<file path="src/rtl/iplpr_pkg.sv">
// Package for the IPv6 longest-prefix route table.
// Types, operation codes and helper functions; no dependencies.
package iplpr_pkg;

	localparam int ROUTE_ENTRIES_DEF = 16;
	localparam int IFACE_COUNT_DEF = 16;
	localparam logic [7:0] HOST_PREFIX = 8'd128;
	localparam logic [31:0] FULL_METRIC = 32'hffff_ffff;

	typedef enum logic [2:0] {
		OP_INSERT = 3'd0,
		OP_REMOVE_ROUTE = 3'd1,
		OP_REMOVE_IFACE = 3'd2,
		OP_LOOKUP = 3'd3,
		OP_HAS_DEST = 3'd4
	} op_t;

	localparam logic [1:0] ST_OK = 2'd0;
	localparam logic [1:0] ST_NO_ROUTE = 2'd1;
	localparam logic [1:0] ST_FULL = 2'd2;

	typedef enum logic [1:0] {
		S_IDLE,
		S_SCAN,
		S_DONE
	} state_t;

	typedef struct packed {
		logic [63:0] net_hi;
		logic [63:0] net_lo;
		logic [63:0] gw_hi;
		logic [63:0] gw_lo;
		logic [7:0] prefix;
		logic [3:0] iface;
		logic [31:0] metric;
	} route_t;

	typedef struct packed {
		logic [2:0] mode;
		logic [63:0] dest_hi;
		logic [63:0] dest_lo;
		logic [7:0] prefix_len;
		logic [63:0] gateway_hi;
		logic [63:0] gateway_lo;
		logic [3:0] interface_index;
		logic filter_enable;
		logic [31:0] metric;
	} req_t;

	typedef struct packed {
		logic [1:0] status;
		logic found;
		logic [63:0] route_dest_hi;
		logic [63:0] route_dest_lo;
		logic [63:0] route_gateway_hi;
		logic [63:0] route_gateway_lo;
		logic [3:0] route_interface;
		logic [31:0] route_metric;
	} rsp_t;

	function automatic logic prefix_match(input logic [7:0] len,
			input logic [63:0] ahi, input logic [63:0] alo,
			input logic [63:0] bhi, input logic [63:0] blo);
		logic [127:0] mask;
		logic [127:0] diff;
		begin
			mask = (len >= HOST_PREFIX) ? '1 : ~({128{1'b1}} >> len);
			diff = {ahi ^ bhi, alo ^ blo};
			prefix_match = ((diff & mask) == '0);
		end
	endfunction

endpackage

</file>
<file path="src/rtl/iplpr_if.sv">
// Valid/ready channel interface carrying one payload beat.
// Depends on nothing; payload type is a parameter.
interface iplpr_if #(parameter type payload_t = logic) (input logic clk);
	logic valid;
	logic ready;
	payload_t data;
	modport source(output valid, output data, input ready);
	modport sink(input valid, input data, output ready);
endinterface

</file>
<file path="src/rtl/iplpr_cell.sv">
// One cell of the route ring: holds one route and its occupancy bit.
// Depends on iplpr_pkg.
module iplpr_cell import iplpr_pkg::*; (
	input logic clk,
	input logic arst_n,
	input logic shift,
	input logic load,
	input route_t load_route,
	input route_t route_in,
	input logic use_in,
	output route_t route,
	output logic used
);
	route_t route_q;
	logic used_q;

	always_ff @(posedge clk) begin
		if (shift) begin
			route_q <= load ? load_route : route_in;
		end
	end

	always_ff @(posedge clk or negedge arst_n) begin
		if (!arst_n) begin
			used_q <= 1'b0;
		end else if (shift) begin
			used_q <= load | use_in;
		end
	end

	assign route = route_q;
	assign used = used_q;
endmodule

</file>
<file path="src/rtl/ipv6_longest_prefix_route_table.sv">
// IPv6 longest-prefix route table. Routes sit in a ring of ROUTE_ENTRIES cells that advances
// one place per cycle past a scan point at cell 0; every operation passes each cell through
// once: the beat is accepted, each cell passes the scan point, then the result is posted. A
// result beat still waiting holds the next result. Removed routes drop out as they pass and
// the survivors close up in insertion order; an append lands right behind the last route.
module ipv6_longest_prefix_route_table import iplpr_pkg::*; #(
	parameter int ROUTE_ENTRIES = ROUTE_ENTRIES_DEF,
	parameter int IFACE_COUNT = IFACE_COUNT_DEF
) (
	input logic clk,
	input logic arst_n,
	iplpr_if.sink req,
	iplpr_if.source rsp
);
	localparam int CW = $clog2(ROUTE_ENTRIES + 1);
	localparam int IW = (ROUTE_ENTRIES > 1) ? $clog2(ROUTE_ENTRIES) : 1;

	state_t state_q, state_d;
	req_t req_q;
	logic [CW-1:0] count_q;
	logic [CW-1:0] gap_q;
	logic [IW-1:0] step_q;
	rsp_t rsp_q, rsp_d;
	logic rsp_valid_q;
	logic full_q;

	route_t cell_route [ROUTE_ENTRIES];
	logic cell_used [ROUTE_ENTRIES];
	route_t put_route;
	logic put_c, ins_put, shift_c, done_c, last_c;

	logic hit_q, stop_q;
	logic [7:0] longest_q;
	logic [31:0] shortest_q;
	route_t pick_q;

	logic [7:0] len_c;
	logic is_mc, drop_c, match_c, ins_ok, take_c;
	route_t head;

	assign len_c = (req_q.prefix_len > HOST_PREFIX) ? HOST_PREFIX : req_q.prefix_len;
	assign head = cell_route[0];
	assign is_mc = req_q.dest_hi[63:56] == 8'hff;
	assign ins_ok = ({28'd0, req_q.interface_index} < IFACE_COUNT) &&
		({{(32-CW){1'b0}}, count_q} < ROUTE_ENTRIES);
	assign match_c = cell_used[0] &&
		prefix_match(head.prefix, req_q.dest_hi, req_q.dest_lo, head.net_hi, head.net_lo);
	assign take_c = match_c && !stop_q &&
		(!req_q.filter_enable || head.iface == req_q.interface_index) &&
		head.prefix >= longest_q &&
		(head.prefix > longest_q || head.metric <= shortest_q);

	always_comb begin
		drop_c = 1'b0;
		case (req_q.mode)
			OP_REMOVE_ROUTE: drop_c = head.iface == req_q.interface_index &&
				head.net_hi == req_q.dest_hi && head.net_lo == req_q.dest_lo &&
				head.prefix == len_c;
			OP_REMOVE_IFACE: drop_c = head.iface == req_q.interface_index;
			default: drop_c = 1'b0;
		endcase
	end

	assign shift_c = state_q == S_SCAN;
	assign last_c = step_q == IW'(ROUTE_ENTRIES - 1);
	assign ins_put = last_c && req_q.mode == OP_INSERT && ins_ok && !cell_used[0];
	assign put_c = shift_c && ((cell_used[0] && !drop_c) || ins_put);
	assign done_c = state_q == S_DONE && (!rsp_valid_q || rsp.ready);

	// Kept route lands behind the routes already passed; gap_q counts free slots behind it.
	always_comb begin
		put_route = head;
		if (ins_put) begin
			put_route = '{net_hi: req_q.dest_hi, net_lo: req_q.dest_lo,
				gw_hi: req_q.gateway_hi, gw_lo: req_q.gateway_lo, prefix: len_c,
				iface: req_q.interface_index, metric: req_q.metric};
		end
	end

	genvar g;
	generate
		for (g = 0; g < ROUTE_ENTRIES; g++) begin : g_row
			if (g == ROUTE_ENTRIES - 1) begin : g_tail
				iplpr_cell u_cell (.clk, .arst_n, .shift(shift_c),
					.load(put_c && (int'(gap_q) == ROUTE_ENTRIES - 1 - g)),
					.load_route(put_route), .route_in('0), .use_in(1'b0),
					.route(cell_route[g]), .used(cell_used[g]));
			end else begin : g_mid
				iplpr_cell u_cell (.clk, .arst_n, .shift(shift_c),
					.load(put_c && (int'(gap_q) == ROUTE_ENTRIES - 1 - g)),
					.load_route(put_route), .route_in(cell_route[g+1]),
					.use_in(cell_used[g+1]),
					.route(cell_route[g]), .used(cell_used[g]));
			end
		end
	endgenerate

	always_comb begin
		state_d = state_q;
		unique case (state_q)
			S_IDLE: if (req.valid) state_d = S_SCAN;
			S_SCAN: if (last_c) state_d = S_DONE;
			S_DONE: if (!rsp_valid_q || rsp.ready) state_d = S_IDLE;
			default: state_d = S_IDLE;
		endcase
	end

	always_comb begin
		req.ready = state_q == S_IDLE;
	end

	always_ff @(posedge clk) begin
		if (req.valid && req.ready) begin
			req_q <= req.data;
		end
	end

	always_ff @(posedge clk or negedge arst_n) begin
		if (!arst_n) begin
			state_q <= S_IDLE;
			step_q <= '0;
			count_q <= '0;
			gap_q <= '0;
			full_q <= 1'b0;
			rsp_valid_q <= 1'b0;
			hit_q <= 1'b0;
			stop_q <= 1'b0;
			longest_q <= '0;
			shortest_q <= FULL_METRIC;
		end else begin
			state_q <= state_d;
			if (done_c) rsp_valid_q <= 1'b1;
			else if (rsp.ready) rsp_valid_q <= 1'b0;
			if (state_q == S_IDLE && req.valid) begin
				step_q <= '0;
				gap_q <= '0;
				full_q <= {{(32-CW){1'b0}}, count_q} >= ROUTE_ENTRIES;
				hit_q <= 1'b0;
				stop_q <= 1'b0;
				longest_q <= '0;
				shortest_q <= FULL_METRIC;
			end
			if (state_q == S_SCAN) begin
				step_q <= step_q + 1'b1;
				if (!put_c) gap_q <= gap_q + 1'b1;
				if (cell_used[0] && drop_c) count_q <= count_q - 1'b1;
				else if (ins_put) count_q <= count_q + 1'b1;
				if (req_q.mode == OP_HAS_DEST) begin
					if (match_c && !stop_q && head.iface == req_q.interface_index) begin
						hit_q <= 1'b1;
						stop_q <= 1'b1;
					end
				end else if (take_c) begin
					longest_q <= head.prefix;
					shortest_q <= head.metric;
					hit_q <= 1'b1;
					if (head.prefix == HOST_PREFIX) stop_q <= 1'b1;
				end
			end
		end
	end

	always_ff @(posedge clk) begin
		if (state_q == S_SCAN && take_c && req_q.mode == OP_LOOKUP) begin
			pick_q <= head;
		end
	end

	always_comb begin
		rsp_d = '0;
		case (req_q.mode)
			OP_INSERT: begin
				if ({28'd0, req_q.interface_index} >= IFACE_COUNT)
					rsp_d.status = ST_NO_ROUTE;
				else if (full_q)
					rsp_d.status = ST_FULL;
			end
			OP_LOOKUP: begin
				if (is_mc) begin
					rsp_d.found = 1'b1;
					rsp_d.route_dest_hi = req_q.dest_hi;
					rsp_d.route_dest_lo = req_q.dest_lo;
					rsp_d.route_interface = req_q.filter_enable ?
						req_q.interface_index : 4'd0;
				end else if (hit_q) begin
					rsp_d.found = 1'b1;
					rsp_d.route_dest_hi = pick_q.net_hi;
					rsp_d.route_dest_lo = pick_q.net_lo;
					rsp_d.route_gateway_hi = pick_q.gw_hi;
					rsp_d.route_gateway_lo = pick_q.gw_lo;
					rsp_d.route_interface = pick_q.iface;
					rsp_d.route_metric = pick_q.metric;
				end else begin
					rsp_d.status = ST_NO_ROUTE;
				end
			end
			OP_HAS_DEST: begin
				rsp_d.found = hit_q;
				rsp_d.status = hit_q ? ST_OK : ST_NO_ROUTE;
			end
			default: rsp_d = '0;
		endcase
	end

	always_ff @(posedge clk) begin
		if (done_c) begin
			rsp_q <= rsp_d;
		end
	end

	assign rsp.valid = rsp_valid_q;
	assign rsp.data = rsp_q;

	a_idle_ready: assert property (@(posedge clk) disable iff (!arst_n)
		(state_q == S_IDLE) |-> req.ready) else $error("ready low in idle");
	a_count_bound: assert property (@(posedge clk) disable iff (!arst_n)
		{{(32-CW){1'b0}}, count_q} <= ROUTE_ENTRIES) else $error("count overflow");
	a_scan_step: assert property (@(posedge clk) disable iff (!arst_n)
		(state_q == S_SCAN && $past(state_q) == S_SCAN) |-> step_q != '0)
		else $error("scan step wrapped");
endmodule
</file>
<file path="src/flat_wrapper.sv">
// flat-port wrapper written by rule: the top's interface ports become plain ports
module ipv6_longest_prefix_route_table_flat import iplpr_pkg::*;
#(
	parameter int ROUTE_ENTRIES = ROUTE_ENTRIES_DEF,
	parameter int IFACE_COUNT = IFACE_COUNT_DEF
)
  (clk, arst_n, req_valid, req_data, req_ready, rsp_valid, rsp_data, rsp_ready);
  iplpr_if req_i (.clk(clk));
  iplpr_if rsp_i (.clk(clk));
  input logic clk;
  input logic arst_n;
  input wire logic [$bits(req_i.valid)-1:0] req_valid;
  input wire logic [$bits(req_i.data)-1:0] req_data;
  output wire logic [$bits(req_i.ready)-1:0] req_ready;
  output wire logic [$bits(rsp_i.valid)-1:0] rsp_valid;
  output wire logic [$bits(rsp_i.data)-1:0] rsp_data;
  input wire logic [$bits(rsp_i.ready)-1:0] rsp_ready;
  assign req_i.valid = req_valid;
  assign req_i.data = req_data;
  assign req_ready = req_i.ready;
  assign rsp_valid = rsp_i.valid;
  assign rsp_data = rsp_i.data;
  assign rsp_i.ready = rsp_ready;
  ipv6_longest_prefix_route_table #(.ROUTE_ENTRIES(ROUTE_ENTRIES), .IFACE_COUNT(IFACE_COUNT)) u_core (.clk(clk), .arst_n(arst_n), .req(req_i), .rsp(rsp_i));
endmodule
</file>
<file path="config.mk">
export PLATFORM = sky130hd
export DESIGN_NAME = ipv6_longest_prefix_route_table_flat
export DESIGN_NICKNAME = d
export VERILOG_FILES = /design/src/rtl/iplpr_pkg.sv /design/src/rtl/iplpr_if.sv /design/src/rtl/iplpr_cell.sv /design/src/rtl/ipv6_longest_prefix_route_table.sv /design/src/flat_wrapper.sv
export SDC_FILE = /design/constraint.sdc
export NUM_CORES = 1
export LEC_CHECK = 0
export BUFFER_PORTS_ARGS = -buffer_cell sky130_fd_sc_hd__buf_2
export CELL_PAD_IN_SITES_DETAIL_PLACEMENT = 1
export CELL_PAD_IN_SITES_GLOBAL_PLACEMENT = 2
export CORE_AREA = 3 3 40 42
export CTS_CLUSTER_DIAMETER = 60
export DETAILED_ROUTE_END_ITERATION = 8
export DIE_AREA = 0 0 43 45
export PLACE_DENSITY_LB_ADDON = 0.25
export SLEW_MARGIN = 10
export SYNTH_ARGS = -nofsm -noshare
export SYNTH_HDL_FRONTEND = slang
export SYNTH_SLANG_ARGS = --single-unit
</file>
<file path="constraint.sdc">
create_clock -name clk -period 3.03 [get_ports clk]
set_input_delay 0.1515 -clock clk [delete_from_list [all_inputs] [get_ports clk]]
set_output_delay 0.1515 -clock clk [all_outputs]
set_load 0.02 [all_outputs]
</file>
==> results of run 1 <==
## layer usage
metal | routed length, µm | share of wire | vias to the layer above | GRT usage
li1 | - | - | 123 | -
met1 | 248 | 0.42 | 120 | 0.0837
met2 | 287 | 0.49 | 7 | 0.120
met3 | 54 | 0.092 | 0 | 0.0478
met4 | 0 | 0 | 0 | 0.0181
met5 | 0 | 0 | - | 0
## critical path: cells and delay by family, from the launching register on
family | cells | cell delay, ns
compound gates | 1 | 0.17
flops | 1 | 0.38
fa+ha+maj | 1 | 0.20
mux | 1 | 0.34
## cell usage in the layout, fill, tap and decap left out
master,instances
o22ai_1,1
mux2_2,1
buf_2,5
nor2_1,2
nand3_1,2
o21bai_1,1
o21ai_0,2
dfrtp_1,7
clkbuf_1,1
a22o_1,1
dlygate4sd3_1,1
clkbuf_4,3
o311ai_1,1
nand2b_1,2
inv_1,1
or2b_1,1
conb_1,1
ha_1,1
nand2_1,4
nor2b_1,1
nand4_1,1
## cell type report
type                    count  area, µm²  area share
clock buffers               4       26.3      0.0669
inverters                   1       3.75     0.00955
multi-input cells          22        134       0.341
flip-flops and latches      7        175       0.446
well taps                  15       18.8      0.0478
repair buffers              6       35.0      0.0892
## repair_timing
| item | in CTS | in global routing |
|---|---|---|
| setup endpoints to repair | 0 | 0 |
| hold endpoints to repair | 7 | 0 |
| buffers inserted | 0 | 0 |
| hold buffers | 1 | 0 |
## kinds of logic after synthesis
kind of cell	Yosys count
simple gates	13
fa+ha+maj	1
other cells	1
compound gates	6
mux	1
flops	7
buf+inv	2
## path summary, 6_finish.rpt
check,start,end,slack [ns],cells past startpoint
max,u_core.step_q[0],u_core.step_q[2],1.84,3
min,rsp_ready,u_core.rsp.valid,0.18,3
max reg2reg,u_core.step_q[0],u_core.step_q[2],1.84,3
min reg2reg,u_core.rsp.valid,u_core.rsp.valid,0.50,2
max in group asynchronous,arst_n,u_core.step_q[0],2.61,2
min in group asynchronous,arst_n,u_core.state_q[0],0.26,2
## metrics by stage
step	worst slack (ns)	instance area (µm²)	hold slack (ns)
3_3_place_gp	1.85	357	-0.00893
4_1_cts	1.83	393	0.181
2_1_floorplan	1.89	320	-0.144
5_1_grt	1.77	393	0.198
3_5_place_dp	1.84	357	-0.00199
6_report	1.84	393	0.177
## state kept, by name, summed over array words and instances (netlist names)
signal            count
u_core.step_q         4
u_core.state_q        2
u_core.rsp.valid      1
## where the power goes
| part | leakage, µW | switching (µW) | internal (µW) | total [µW] |
|---|---|---|---|---|
| Combinational | 0.0000885 | 68.7 | 62.9 | 132 |
| Clock | 0.0000150 | 32.6 | 50.1 | 82.8 |
| Sequential | 0.0000854 | 40.5 | 133 | 173 |
| Total | 0.000189 | 142 | 246 | 387 |
==> flow_summary.yaml, run 1 <==
routing:
  wl_per_cell_um: 10.7
  via_per_inst: 4.55
  drc_errors: 0
  firstDrtPassIters: 2
  drt-initial-drc-count: 1
  routed_wl_um: 590
  postRouteAntennaNets: 0
  via_count: 250
die:
  io-pin-count: 8
  dieWidth_um: 43
  initial_utilization: 0.249
  num_rows: 13
  die_area_mm2: 0.00194
  core_area_mm2: 0.00128
  die_h_um: 45
synthesis:
  synth_top_area_cell: "dfrtp_1"
  yosys.area.top_type_share: 0.547
  avgSynthCellArea_um2: 10.3
  syn-cell-area_um2: 320
  yosys-mux-area-fraction: 0.0352
  synth_xor_area_frac: 0
  ys_ff_latch: 7
  synth_edf_count: 0
  synth.most_common_cell: "dfrtp_1"
  synth_cell_types: 18
  ys_seq_area_frac: 0.547
  yosysWarnings: 0
  syn_inst: 31
  synth_top_family_by_area: "simple AND/OR/NAND/NOR gates"
  synthTopCellsByArea: "dfrtp_1, nand2_1, ha_1"
  syn_nets: 37
  synth_compound_area_frac: 0.129
  synth_fa_ha_area_frac: 0.0391
  synth-main-ff-cell: "dfrtp_1"
  synthSimpleGateAreaFrac: 0.203
  ys_top_cells_by_count: "dfrtp_1, nand2_1"
  async_flop_share: 1.00
grt:
  grt_pass1_wl_mm: 1.04
  antenna_found_initial: 0
  grt-ovfl-total: 0
  grt_max_degree: 8
  grt_pass1_vias: 251
  grtUsageTotal: 0.0747
clock_network:
  ctsResizeCount: 0
  cts_buffer_depth: 2
  clk_pin_slew_ns: 0.05
  clk_latency_ns: 0.25
  cts_tree: "done"
  cts.sinks: 7
  cts_root_buf: "clkbuf_4"
  cts_buffers: 3
  htreeDepth: 1
worst_setup_path:
  slowest_stage: "dfrtp_1"
  cp.arrival_ns: 1.33
  critPathLaunchType: "flop"
  max_stage_delay_ns: 0.38
  path_class: "flop to flop"
  end_kind: "flop"
  critPathMaxFanout: 4
  required_ns: 3.17
  path_cells: "ha_1 -> mux2_2 -> a22o_1"
cells_and_area:
  layout-drive-gt1-share: 0.225
  fin_nets: 47
  finalNonFillerCells: 55
  antenna_cells: 0
  fillers: 158
  area_delta_synth_final_pct: 22.7
  final_util: 0.306
sta:
  finalHoldViolCount: 0
  setup_tns_ns: 0
  finalClockSkew_ns: 0.00159
  rsz0062_at_grt: "false"
  finalCritPeriodShare: 0.392
  timing.final.max_slew_violations: 0
  finalCriticalPeriod_ns: 1.19
  fmax_mhz: 841
  setup_violations: 0
place:
  hpwl_um: 459
  place.gp.congestion: 0.738
  post-place-cells: 50
  portBuffers: 5
min_path:
  hp-class: "input pin to flop"
run_status:
  status: "finished, final reports clean"
pwr:
  p_total_uw: 387
  cellLeakagePower_uw: 0.000189
  peakVddDrop_uv: 274
  pwr_density_cell_mw_per_mm2: 986
job:
  max_cap_violations: 0
No activity file was read; power rests on OpenSTA's default activity.
==> inputs of run 2 (changes only) <==
==> constraint.sdc (replaced) <==
create_clock -name clk -period 1.1 [get_ports clk]
set_input_delay 0.055 -clock clk [delete_from_list [all_inputs] [get_ports clk]]
set_output_delay 0.055 -clock clk [all_outputs]
set_load 0.02 [all_outputs]
==> run 2 against run 1 <==
  * The flow now finishes with violations (setup timing)
  * Clock skew increased by 0.0013 ns
  * Largest cell class unchanged
  * First-iteration DRC count unchanged
  * Design area up 18%
  * Sequential cell count did not move
  * Critical endpoint unchanged
  * Largest power group is now combinational cells
  * Power grew to 3.3 times the previous value
==> flow_summary.yaml, run 2 (synthesized netlist as in run 1, its figures left out) <==
cells_and_area:
  regMostFlops: "u_core.step_q"
  postLayoutCellArea_um2: 462
  fillers: 145
  layout-drive-gt1-share: 0.370
  area_delta_synth_final_pct: 44.1
  largest_reg_flops: 4
  fin_nets: 53
  antenna_cells: 0
  finalNonFillerCells: 61
  layout_common_cells: "dfrtp_1, buf_4, nand2_1, buf_2, clkbuf_4"
  layout_commonest_cell: "dfrtp_1"
worst_setup_path:
  path_class: "flop to flop"
  r2r-start: "u_core.step_q[0]"
  max_stage_delay_ns: 0.38
  required_ns: 1.24
  reg2regPathDepth: 3
  path_cells: "ha_2 -> mux2_4 -> a22o_1"
  critPathLaunchType: "flop"
  end_kind: "flop"
  r2r_setup_slack_ns: -0.05
  slowest_stage: "dfrtp_1"
  critPathMaxFanout: 2
  cp.arrival_ns: 1.29
  r2r_end: "u_core.step_q[2]"
grt:
  antenna_found_initial: 0
  grt_pass1_wl_mm: 1.24
  grt-ovfl-total: 0
  grt_max_degree: 8
  grt_pass1_vias: 300
  grtUsageTotal: 0.0922
die:
  dieWidth_um: 43
  io-pin-count: 8
  die_area_mm2: 0.00194
  initial_utilization: 0.249
  num_rows: 13
  die_h_um: 45
  core_area_mm2: 0.00128
min_path:
  holdPathEnd: "u_core.rsp.valid"
  hp-class: "input pin to flop"
  whs_path_depth: 3
  min_from: "rsp_ready"
place:
  hpwl_um: 547
  place.gp.congestion: 0.688
  placed_area_um2: 400
  pre_cts_slack_ns: -0.0621
  post-place-cells: 55
  portBuffers: 5
routing:
  wl_per_cell_um: 11.2
  firstDrtPassIters: 2
  via_count: 282
  postRouteAntennaNets: 0
  via_per_inst: 4.62
  routed_wl_um: 681
  drt-initial-drc-count: 1
  drc_errors: 0
clock_network:
  clk_pin_slew_ns: 0.05
  cts.sinks: 7
  htreeDepth: 1
  clk_latency_ns: 0.25
  cts_tree: "done"
  cts_buffer_depth: 2
  cts_buffers: 3
  cts_root_buf: "clkbuf_4"
sta:
  timing.final.max_slew_violations: 0
  setup_slack_ns: -0.0535
  fmax_mhz: 867
  setup_tns_ns: -0.0535
  finalClockSkew_ns: 0.00287
  setup_violations: 1
  finalCritPeriodShare: 1.05
  finalHoldViolCount: 0
  rsz0062_at_grt: "true"
  finalCriticalPeriod_ns: 1.15
job:
  max_cap_violations: 0
pwr:
  pwr_density_cell_mw_per_mm2: 2760
  cellLeakagePower_uw: 0.000221
  peakVddDrop_uv: 860
run_status:
  violations: "setup timing"
  status: "finished with violations"
[run 2: routing by layer]
layer | vias up | GRT usage | routed length [µm] | part of all wire
li1 | 137 | - | - | -
met1 | 134 | 0.106 | 313 | 0.46
met2 | 9 | 0.135 | 312 | 0.46
met3 | 2 | 0.0398 | 47 | 0.069
met4 | 0 | 0.0723 | 8 | 0.012
met5 | - | 0 | 0 | 0
[run 2: how the worst max path moves through the flow]
stage | startpoint | to | slack, ns | depth (start not counted)
global route | u_core.step_q[0] | u_core.step_q[2] | -0.10 | 3
finish | u_core.step_q[0] | u_core.step_q[2] | -0.05 | 3
detailed placement | u_core.step_q[1] | u_core.step_q[2] | -0.06 | 3
global placement | u_core.step_q[1] | u_core.step_q[2] | -0.04 | 3
CTS | u_core.step_q[0] | u_core.step_q[2] | -0.06 | 3
floorplan | u_core.step_q[1] | u_core.step_q[2] | -0.03 | 3
[run 2: cell type report]
type | count | area [µm²] | share of cell area
Clock buffer | 4 | 26.3 | 0.0569
Inverter | 1 | 3.75 | 0.00813
Multi-Input combinational cell | 22 | 148 | 0.320
Sequential cell | 7 | 175 | 0.379
Tap cell | 15 | 18.8 | 0.0407
Timing Repair Buffer | 12 | 90.1 | 0.195
[run 2: worst max-delay path, delay by kind of cell, from the launching register on]
family	cells	cell delay, ns
AO/OA/AOI/OAI	1	0.17
multiplexers	1	0.29
adder cells (fa/ha/maj)	1	0.20
flip-flops	1	0.38
[run 2: through the flow]
step                total power (µW)  hold slack (ns)   util
global route                    1410            0.117  0.359
global placement                 960           -0.106  0.312
CTS                             1260           0.0783  0.350
floorplan                        762           -0.241      -
finish                          1270           0.0874  0.359
detailed placement               993           -0.101  0.312
[run 2: power by group]
group | internal (µW) | total, µW | switching [µW]
combinational | 328 | 571 | 243
sequential | 365 | 472 | 106
clock | 138 | 229 | 91.2
[run 2: what timing repair did]
item | 4_1_cts | 5_1_grt
pin swaps | 1 | 1
gates resized for setup | 2 | 3
hold buffers | 1 | 0
setup buffers | 1 | 0
endpoints found under the setup margin | 2 | 3
endpoints found under the hold margin | 7 | 0
==> inputs of run 3 (changes only) <==
--- a/config.mk
+++ b/config.mk
@@ -8,10 +8,10 @@
 export BUFFER_PORTS_ARGS = -buffer_cell sky130_fd_sc_hd__buf_2
 export CELL_PAD_IN_SITES_DETAIL_PLACEMENT = 1
 export CELL_PAD_IN_SITES_GLOBAL_PLACEMENT = 2
-export CORE_AREA = 3 3 40 42
+export CORE_AREA = 2 2 39 41
 export CTS_CLUSTER_DIAMETER = 60
 export DETAILED_ROUTE_END_ITERATION = 8
-export DIE_AREA = 0 0 43 45
+export DIE_AREA = 0 0 41 43
 export PLACE_DENSITY_LB_ADDON = 0.25
 export SLEW_MARGIN = 10
 export SYNTH_ARGS = -nofsm -noshare
==> run 3 against run 2 <==
  * The flow still finishes with violations (setup timing)
  * Fmax decreased by 1.1%
  * Largest cell class unchanged
  * Design area increased by 7.9%
  * Sequential cell count unchanged
  * Combinational power increased by 23%
  * Hold slack improved by 0.0014 ns
  * Clock power increased by 5%
  * Critical path depth unchanged
  * Die area decreased by 8.9%
  * Register-to-register slack about the same
==> flow_summary.yaml, run 3 (synthesized netlist as in run 1, its figures left out) <==
clock_network:
  htreeDepth: 1
  cts.sinks: 7
  clk_pin_slew_ns: 0.06
  cts_tree: "done"
  cts_buffers: 3
  clk_latency_ns: 0.25
  cts_root_buf: "clkbuf_4"
  cts_buffer_depth: 2
die:
  num_rows: 14
  core_area_mm2: 0.00138
  io-pin-count: 8
  die_h_um: 43
  initial_utilization: 0.231
  dieWidth_um: 41
  die_area_mm2: 0.00176
worst_setup_path:
  critPathLaunchType: "flop"
  r2r-start: "u_core.step_q[0]"
  cp.arrival_ns: 1.30
  slowest_stage: "dfrtp_1"
  critPathMaxFanout: 2
  max_stage_delay_ns: 0.38
  reg2regPathDepth: 3
  worstSetupStartpoint: "u_core.step_q[0]"
  end_kind: "flop"
  path_class: "flop to flop"
  r2r_end: "u_core.step_q[2]"
  path_cells: "ha_2 -> mux2_4 -> a22o_1"
  r2r_setup_slack_ns: -0.07
  required_ns: 1.24
pwr:
  p_total_uw: 1420
  peakVddDrop_uv: 822
  pwr_density_cell_mw_per_mm2: 2850
  cellLeakagePower_uw: 0.000241
sta:
  timing.final.max_slew_violations: 0
  whs_ns: 0.0888
  fmax_mhz: 858
  rsz0062_at_grt: "true"
  finalCritPeriodShare: 1.06
  setup_violations: 1
  setup_slack_ns: -0.0658
  finalCriticalPeriod_ns: 1.17
  finalHoldViolCount: 0
  finalClockSkew_ns: 0.00375
grt:
  grt_pass1_vias: 296
  grt-ovfl-total: 0
  grt_max_degree: 8
  antenna_found_initial: 0
  grt_pass1_wl_mm: 1.28
  grtUsageTotal: 0.117
run_status:
  status: "finished with violations"
  violations: "setup timing"
job:
  max_cap_violations: 0
cells_and_area:
  layout-drive-gt1-share: 0.440
  antenna_cells: 0
  layout_common_cells: "buf_4, dfrtp_1, nand2_1, buf_2, clkbuf_4"
  fin_nets: 57
  finalNonFillerCells: 66
  largest_reg_flops: 4
  layout_commonest_cell: "buf_4"
  postLayoutCellArea_um2: 498
  area_delta_synth_final_pct: 55.5
  regMostFlops: "u_core.step_q"
routing:
  via_per_inst: 4.32
  via_count: 285
  postRouteAntennaNets: 0
  drt-initial-drc-count: 0
  drc_errors: 0
  firstDrtPassIters: 1
  wl_per_cell_um: 11.7
  routed_wl_um: 773
place:
  post-place-cells: 56
  place.gp.congestion: 0.724
  placed_area_um2: 402
  hpwl_um: 567
  portBuffers: 5
min_path:
  hp-class: "input pin to flop"
  whs_path_depth: 3
  min_from: "rsp_ready"
  holdPathEnd: "u_core.rsp.valid"
-- run 3: area by class of cell --
| cell class | instances | area [µm²] |
|---|---|---|
| clock buffer | 4 | 26.3 |
| fill | 162 | 886 |
| inverter | 1 | 3.75 |
| multi-input combinational | 22 | 153 |
| sequential | 7 | 175 |
| tap | 16 | 20.0 |
| timing repair buffer | 16 | 120 |
-- run 3: worst max-delay path by stage --
| stage | endpoint | slack [ns] | depth (start not counted) |
|---|---|---|---|
| 6_report | u_core.step_q[2] | -0.07 | 3 |
| 5_1_grt | u_core.step_q[2] | -0.11 | 3 |
| 3_3_place_gp | u_core.step_q[2] | -0.04 | 3 |
| 2_1_floorplan | u_core.step_q[2] | -0.03 | 3 |
| 3_5_place_dp | u_core.step_q[2] | -0.08 | 3 |
| 4_1_cts | u_core.step_q[2] | -0.06 | 3 |
-- run 3: layer usage --
metal	wire (µm)	vias to the layer above	global-route usage	part of all wire
li1	-	142	-	-
met1	349	138	0.131	0.45
met2	382	5	0.172	0.49
met3	41	0	0.0471	0.053
met4	0	0	0.0800	0
met5	0	-	0	0
-- run 3: repair_timing --
item,4_1_cts,5_1_grt
setup buffers,3,2
setup endpoints to repair,2,2
cloned,0,0
pin swaps,1,1
gates resized for setup,3,3
endpoints found under the hold margin,7,0
hold buffers,1,0
-- run 3: critical path: cells and delay by family (launching register included) --
family / cells / cell delay [ns]
flops: 1 / 0.38
mux: 1 / 0.29
fa+ha+maj: 1 / 0.20
compound gates: 1 / 0.17
-- run 3: stage by stage --
| stage | setup TNS (ns) | setup WS [ns] | util |
|---|---|---|---|
| detailed placement | -0.0802 | -0.0802 | 0.290 |
| global route | -0.147 | -0.107 | 0.360 |
| finish | -0.0658 | -0.0658 | 0.360 |
| global placement | -0.0420 | -0.0420 | 0.290 |
| CTS | -0.0648 | -0.0585 | 0.339 |
| floorplan | -0.0345 | -0.0345 | - |
-- run 3: report_power, final --
part	switching, µW	internal, µW	total (µW)
logic	281	422	703
clock network	101	139	240
registers	110	365	475
